--- config.mk ---
export PLATFORM = sky130hd
export DESIGN_NAME = bpm_ctrl
export DESIGN_NICKNAME = d
export VERILOG_FILES = /design/src/rtl/bpm_pkg.sv /design/src/rtl/bpm_ctrl.sv
export SDC_FILE = /design/constraint.sdc
export NUM_CORES = 1
export LEC_CHECK = 0
export BUFFER_PORTS_ARGS = -buffer_cell sky130_fd_sc_hd__buf_4
export CORE_AREA = 10 10 47 49
export CTS_BUF_LIST = sky130_fd_sc_hd__clkbuf_4 sky130_fd_sc_hd__clkbuf_8
export DETAILED_ROUTE_END_ITERATION = 6
export DIE_AREA = 0 0 57 59
export HOLD_SLACK_MARGIN = 0.06
export SLEW_MARGIN = 20
export SYNTH_ARGS = -nofsm -noshare
export SYNTH_HDL_FRONTEND = slang
export SYNTH_SLANG_ARGS = --single-unit
export TNS_END_PERCENT = 5
--- constraint.sdc ---
create_clock -name clk_i -period 2.5 [get_ports clk_i]
set_clock_uncertainty 0.2 [all_clocks]
set_input_delay 0.375 -clock clk_i [delete_from_list [all_inputs] [get_ports clk_i]]
set_output_delay 0.375 -clock clk_i [all_outputs]
set_load 0.02 [all_outputs]
--- src/rtl/bpm_pkg.sv ---
// Shared constants and types for the Bayer plane median filter.
// Used by bpm_ctrl, bpm_datapath and the top level; no dependencies.
package bpm_pkg;

  localparam int MaxWidth   = 1024;
  localparam int MaxHeight  = 4096;
  localparam int Rad        = 4;
  localparam int WinSize    = 2 * Rad + 1;
  localparam int RingDepth  = (4 * Rad + 1) * MaxWidth;
  localparam int MedianRank = (WinSize * WinSize) / 2;

  localparam int PixW   = 8;
  localparam int FwW    = 11;
  localparam int FhW    = 13;
  localparam int CfgW   = 13;
  localparam int IdxW   = 23;
  localparam int RaddrW = 15;
  localparam int RowW   = 12;
  localparam int ColW   = 10;
  localparam int CntW   = 7;

  localparam logic REG_FRAME_WIDTH  = 1'b0;
  localparam logic REG_FRAME_HEIGHT = 1'b1;

  localparam logic [FwW-1:0] FwReset = 11'd640;
  localparam logic [FhW-1:0] FhReset = 13'd480;

  typedef struct packed {
    logic take;
    logic sel_init;
    logic pass_start;
    logic emit;
  } cmd_t;

  typedef struct packed {
    logic emit_ok;
    logic pass_done;
    logic last_bit;
    logic out_busy;
  } sts_t;

endpackage

--- src/rtl/bpm_ctrl.sv ---
// Sequencer for the Bayer plane median filter.
// Drives bpm_datapath through bpm_pkg::cmd_t and reads bpm_pkg::sts_t.
module bpm_ctrl (
  input  logic          clk_i,
  input  logic          rst_ni,
  input  logic          s_valid_i,
  output logic          s_ready_o,
  input  bpm_pkg::sts_t sts_i,
  output bpm_pkg::cmd_t cmd_o
);

  localparam logic [1:0] ST_IDLE  = 2'd0;
  localparam logic [1:0] ST_CHECK = 2'd1;
  localparam logic [1:0] ST_PASS  = 2'd2;
  localparam logic [1:0] ST_HOLD  = 2'd3;

  logic [1:0] state_q, state_d;

  assign s_ready_o = (state_q == ST_IDLE);

  always_comb begin
    state_d = state_q;
    cmd_o   = '0;
    case (state_q)
      ST_IDLE: begin
        if (s_valid_i) begin
          cmd_o.take = 1'b1;
          state_d    = ST_CHECK;
        end
      end
      ST_CHECK: begin
        if (sts_i.emit_ok) begin
          cmd_o.sel_init   = 1'b1;
          cmd_o.pass_start = 1'b1;
          state_d          = ST_PASS;
        end else begin
          state_d = ST_IDLE;
        end
      end
      ST_PASS: begin
        if (sts_i.pass_done) begin
          if (sts_i.last_bit) begin
            state_d = ST_HOLD;
          end else begin
            cmd_o.pass_start = 1'b1;
          end
        end
      end
      ST_HOLD: begin
        if (!sts_i.out_busy) begin
          cmd_o.emit = 1'b1;
          state_d    = ST_IDLE;
        end
      end
      default: state_d = ST_IDLE;
    endcase
  end

  always_ff @(posedge clk_i or negedge rst_ni) begin
    if (!rst_ni) begin
      state_q <= ST_IDLE;
    end else begin
      state_q <= state_d;
    end
  end

endmodule

==> metrics.txt, run 1 <==
GR Overflow Total 0; Worst IR Drop VDD 0.432 mV; flop-to-flop setup slack 0.80 ns; placed instance area 330 um^2; Via density 3.77; status complete, no violations; largest net degree at the start of global routing 6; Cells after DPL 53; Pre-Repair DR Iteration Count 2; largest cells by area after synthesis ha_1, dfrtp_1, inv_1; H-tree depth 1; Mapped Area 228 um^2; routed via count 215; post-synth net total 38; Rel. slew slack 90.1%; Core Rows 14; period utilization 77.7%; crit path from state_q[0]$_DFFE_PN0P_; register area share after synthesis 22.0%; DRT Wirelength 557 um; DRC marker count from the first detailed-route iteration 3; switching share of total power 43.5%; post-route cell area 363 um^2; die height 59 um; Final TNS setup 0 ns; Reg-to-Reg Start state_q[0]$_DFFE_PN0P_; cell taking the most area after synthesis ha_1; total global-route track usage 3.72%; clock latency on the worst-skew pair 0.22 ns; CTS max path bufs 2; Synth Instances 26; CP Capture Type primary output; Setup CP Type reg2out; #FFs+latches synth 2; Final Hold Vio Count 0; Clock Power Share 17.9%; Power Density 1110 nW/um^2; Critical Path Source Type flop; n_diodes 0; number of global-route vias before repair 243; fin crit period 1.94 ns; # clock sinks 2; fin worst setup slack 0.558 ns; post-synthesis cell type count 13; RSZ-0062 raised after global routing false; Core ar. 1400 um^2; PortBufs 11; syn avg cell area 8.76 um^2; combinational share of power 65.5%; max-cap violation count 0; CTS root buffer clkbuf_4; CTS tree yes; total die area 3360 um^2; I/O pins 12; final-layout fill cell count 165; Starting Density 16.2%; Worst EP required 1.92 ns; Seq pwr share 16.6%; slowest cell delay on critical path 0.39 ns; Layout area overhead 59.3%; GPL Wtd Cong 0.693; fin nets 55; Switch Pwr 0.174 mW; Post-CTS Setup Bufs 0; Cell Int Power 0.227 mW; Routed Antenna Nets 0; Critical Path AT 1.37 ns; area occupied by multi-input gates 155 um^2; Non-Filler Instances 57; Reg2Reg Depth 5; Fmax achieved 515 MHz; Synth top area share 27.5%; layout cells sized above 1 39.0%; Worst Hold Class in2async; Slew Limit Fails 0; final setup fails 0; Clock transition at path regs 0.03 ns; Die X 57 um; CTS Buf Count 3; Synthesis Warnings 0; total design power 0.401 mW; WHS 0.276 ns; Slew @ Worst Pin 0.145 ns; DRC Markers 0; drt wl/cell 9.77 um; initial antenna violation count 0; slowest CP cell dfrtp_1; Final Util 25.9%; first-pass GRT wire length 924 um; pre-CTS setup slack 0.788 ns; worst-path maximum fanout 5; Register Area 50.0 um^2; LEAKAGE 0.205 nW; crit-path cells inv_1 -> ha_1 -> nand2_1 -> o21ai_0 -> and2_1 -> buf_4
repair_timing:
item / in CTS / in global routing
setup endpoints to repair: 0 / 0
hold buffers: 1 / 0
gates resized for setup: 0 / 0
endpoints found under the hold margin: 2 / 0
metal layers:
| layer | GRT usage [%] | part of all wire (%) | vias to the layer above |
|---|---|---|---|
| met5 | 0 | 0 | - |
| met4 | 3.02 | 0 | 0 |
| met3 | 3.43 | 9.3 | 0 |
| met2 | 6.20 | 53 | 5 |
| met1 | 2.49 | 37 | 97 |
| li1 | - | - | 113 |
worst max-delay path by stage:
stage	end	slack, ns	cells past startpoint
floorplan	flop	0.78	5
global placement	cmd_o[1]	0.78	6
detailed placement	cmd_o[1]	0.79	6
CTS	cmd_o[1]	0.54	6
global route	cmd_o[1]	0.42	6
finish	cmd_o[1]	0.56	6
critical path, delay by kind of cell, from the launching register on:
kind                       cells  cell delay, ns
AOI/OAI and AO/OA              1            0.12
DFF                            1            0.39
buffers and inverters          2            0.26
adders and majority gates      1            0.18
and+or+nand+nor                2            0.19
cell usage after synthesis, drive strengths merged:
| cell | count |
|---|---|
| o21ai | 1 |
| or2b | 1 |
| a22oi | 1 |
| inv | 6 |
| or3b | 1 |
| o22ai | 1 |
| and2 | 2 |
| mux2i | 2 |
| ha | 5 |
| and2b | 1 |
| dfrtp | 2 |
| nand2 | 2 |
| nor2 | 1 |
layout make-up:
class / instances / area share (%)
inverter: 6 / 6.21
clock buffer: 3 / 6.21
tap: 16 / 5.52
sequential: 2 / 13.8
multi-input combinational: 18 / 42.8
timing repair buffer: 12 / 25.5
kinds of logic (layout without fill, tap and decap cells):
| logic type | after synthesis | after routing | share of synthesized area (%) |
|---|---|---|---|
| and+or+nand+nor | 8 | 8 | 21.4 |
| buffers and inverters | 6 | 21 | 9.89 |
| adders and majority gates | 5 | 5 | 27.5 |
| AOI/OAI and AO/OA | 3 | 3 | 10.4 |
| muxes | 2 | 2 | 8.79 |
| DFF | 2 | 2 | 22.0 |
power by group through the flow:
stage               Combinational [mW]  Clock [mW]  Sequential (mW)
floorplan                        0.184           0           0.0634
global placement                 0.272           0           0.0652
detailed placement               0.269           0           0.0665
CTS                              0.272      0.0761           0.0661
global route                     0.295      0.0816           0.0691
finish                           0.263      0.0718           0.0666
placed cells by master (no fill, tap or decap):
| master | Yosys | layout |
|---|---|---|
| a22oi_2 | 1 | 1 |
| buf_4 | 0 | 11 |
| o22ai_1 | 1 | 1 |
| clkbuf_4 | 0 | 3 |
| dlygate4sd3_1 | 0 | 1 |
| and2_1 | 2 | 2 |
| o21ai_0 | 1 | 1 |
| or3b_1 | 1 | 1 |
| inv_1 | 6 | 6 |
| dfrtp_1 | 2 | 2 |
| or2b_1 | 1 | 1 |
| mux2i_1 | 2 | 2 |
| ha_1 | 5 | 5 |
| and2b_2 | 1 | 1 |
| nor2_1 | 1 | 1 |
| nand2_1 | 2 | 2 |
Note: power is estimated with default switching activity, not from simulation.
==> run 2, diff against run 1 <==
--- a/config.mk
+++ b/config.mk
@@ -5,6 +5,7 @@
 export SDC_FILE = /design/constraint.sdc
 export NUM_CORES = 1
 export LEC_CHECK = 0
+export ABC_AREA = 1
 export BUFFER_PORTS_ARGS = -buffer_cell sky130_fd_sc_hd__buf_4
 export CORE_AREA = 10 10 47 49
 export CTS_BUF_LIST = sky130_fd_sc_hd__clkbuf_4 sky130_fd_sc_hd__clkbuf_8
==> constraint.sdc (replaced) <==
create_clock -name clk_i -period 1.7 [get_ports clk_i]
set_clock_uncertainty 0.2 [all_clocks]
set_input_delay 0.255 -clock clk_i [delete_from_list [all_inputs] [get_ports clk_i]]
set_output_delay 0.255 -clock clk_i [all_outputs]
set_load 0.02 [all_outputs]
==> run 2 against run 1 <==
Worst setup slack worse by 0.54 ns. Count of clock-buffer cells in the layout did not move. Non-clock buffer count grew 6. Area after synthesis increased by 3.3%. First-iteration DRC count decreased by 33%. Die area is the same. Wire length up 32%. Cell area grew 31%. Via count is 30% higher. Critical path type unchanged. Highest routed layer is now met4.
==> metrics.txt, run 2 <==
combinational family with the most area after synthesis simple AND/OR/NAND/NOR gates; CTS Buf Count 3 (unchanged); Routed Antenna Nets 0 (unchanged); Synth Area in Compound Gates 7.45% (-3.0 points); fin crit period 1.68 ns; CP Capture Type primary output; syn avg cell area 6.92 um^2 (-21%); PortBufs 11 (unchanged); Worst Hold Class in2async; initial antenna violation count 0 (unchanged); cell taking the most area after synthesis ha_1; period utilization 99.0%; Post-Synth Simple-Gate Area 31.9% (+10 points); total die area 3360 um^2 (unchanged); final-layout fill cell count 156 (-5.5%); Worst EP required 1.24 ns (-0.68 ns); total global-route track usage 5.01% (+1.3 points); Starting Density 16.8% (+0.54 points); number of global-route vias before repair 300 (+23%); DRC Markers 0 (unchanged); Synthesis Warnings 0 (unchanged); commonest non-fill, non-tap cell in the layout buf_4; GR Overflow Total 0 (unchanged); post-synthesis adder-cell area fraction 26.6% (-0.88 points); H-tree depth 1 (unchanged); DRC marker count from the first detailed-route iteration 2 (-1); CTS max path bufs 2 (unchanged); Async S/R FF share, synth 100% (unchanged); Slew Limit Fails 0 (unchanged); first-pass GRT wire length 1240 um (+34%); Register Area 50.0 um^2 (unchanged); Core Rows 14 (unchanged); area occupied by multi-input gates 204 um^2 (+31%); Pre-Repair DR Iteration Count 4 (+2); Critical Path Source Type flop; largest net degree at the start of global routing 5 (-1); Final Util 33.9% (+8.0 points); status complete, no violations; post-synthesis cell type count 12 (-1); Final Hold Vio Count 0 (unchanged); drt wl/cell 10.3 um (+5.8%); fin nets 69 (+25%); n_diodes 0 (unchanged); EDFF count, synth 0 (unchanged); CTS tree yes; Layout area overhead 102%; I/O pins 12 (unchanged); Via density 3.93 (+4.2%); max-cap violation count 0 (unchanged); leading cell type by number of instances after synthesis nand2_1; RSZ-0062 raised after global routing true; CTS root buffer clkbuf_4; register area share after synthesis 21.3% (-0.70 points); Main synth FF type dfrtp_1; #FFs+latches synth 2 (unchanged); final setup fails 0 (unchanged); Power Density 1490 nW/um^2 (+35%); Reg2Reg Depth 9 (+4); Rel. slew slack 91.1% (+1.1 points); Synth top area share 26.6% (-0.88 points); Post-Synth XOR/XNOR Area 0% (unchanged); Fmax achieved 594 MHz; layout cells sized above 1 60.0% (+21 points); Mapped Area 235 um^2 (+3.3%); Commonest cells post-synth nand2_1, inv_1, ha_1; post-synthesis mux area share 0% (-8.8 points); GPL Wtd Cong 0.787 (+14%); DRT Wirelength 734 um (+32%); LEAKAGE 0.254 nW (+24%); Final TNS setup 0 ns (unchanged); most frequent cells in the layout buf_4, nand2_1, inv_2, inv_1; die height 59 um (unchanged); total design power 0.709 mW (+77%); # clock sinks 2 (unchanged); routed via count 279 (+30%); Die X 57 um (unchanged); Clock transition at path regs 0.03 ns (about the same); post-synth net total 46 (+21%); Synth Instances 34 (+31%); worst-path maximum fanout 3 (-2); Slew @ Worst Pin 0.132 ns (-0.0132 ns); Setup CP Type reg2out; Core ar. 1400 um^2 (unchanged); Worst IR Drop VDD 0.489 mV (+13%); clock latency on the worst-skew pair 0.23 ns (about the same); largest cells by area after synthesis ha_1, dfrtp_1, nand2_1; Critical Path AT 1.23 ns (-0.14 ns)
## run 2: routing by layer
| layer | GRT usage (%) | up-vias | wire, um |
|---|---|---|---|
| li1 | - | 143 | - |
| met1 | 4.38 | 126 | 296 |
| met2 | 7.60 | 8 | 380 |
| met3 | 2.58 | 2 | 35 |
| met4 | 6.04 | 0 | 20 |
| met5 | 0 | - | 0 |
## run 2: report_power, final
part           internal [mW]  switching (mW)  leakage (nW)
clock                 0.0782          0.0315        0.0138
combinational          0.259           0.253         0.215
sequential            0.0683          0.0196        0.0252
## run 2: path summary, 6_finish.rpt
kind / endpoint / startpoint / slack [ns]
worst min-delay path: state_q[0]$_DFFE_PN0P_ / rst_ni / 0.15
worst min register to register: flop / flop / 0.46
worst max register to register: flop / state_q[0]$_DFFE_PN0P_ / 0.19
min in group clk_i: flop / sts_i[3] / 0.21
max in group asynchronous: asynchronous set/reset pin / rst_ni / 1.06
worst max-delay path: cmd_o[1] / state_q[0]$_DFFE_PN0P_ / 0.02
## run 2: critical path: stages, from the launching register on
cell and delay (ns):
dfrtp_1 0.40, inv_2 0.12, ha_4 0.21, a21boi_2 0.15, buf_6 0.13
## run 2: logic make-up (layout without fill, tap and decap cells)
family                   count (synthesis)  count (layout)
adder cells (fa/ha/maj)                  5               5
buffers and inverters                    8              29
flip-flops                               2               2
AO/OA/AOI/OAI                            3               3
AND/OR/NAND/NOR                         16              16
## run 2: layout make-up
type	count	area share [%]
clock buffer	3	4.74
inverter	8	6.32
multi-input combinational	24	42.9
sequential	2	10.5
tap	16	4.21
timing repair buffer	18	31.3
## run 2: through the flow
step	worst slack, ns	std cells	hold WS [ns]	instance area (um^2)
2_1_floorplan	0.131	34	-0.241	235
3_3_place_gp	0.168	61	-0.162	338
3_5_place_dp	0.133	61	-0.162	338
4_1_cts	0.00403	70	0.147	455
5_1_grt	-0.0571	71	0.164	475
6_report	0.0172	71	0.151	475
## run 2: what timing repair did
item / CTS / global route
gates resized for setup: 12 / 2
endpoints found under the hold margin: 2 / 0
buffers inserted: 5 / 1
pin swaps: 4 / 1
hold buffers: 1 / 0
endpoints found under the setup margin: 2 / 3
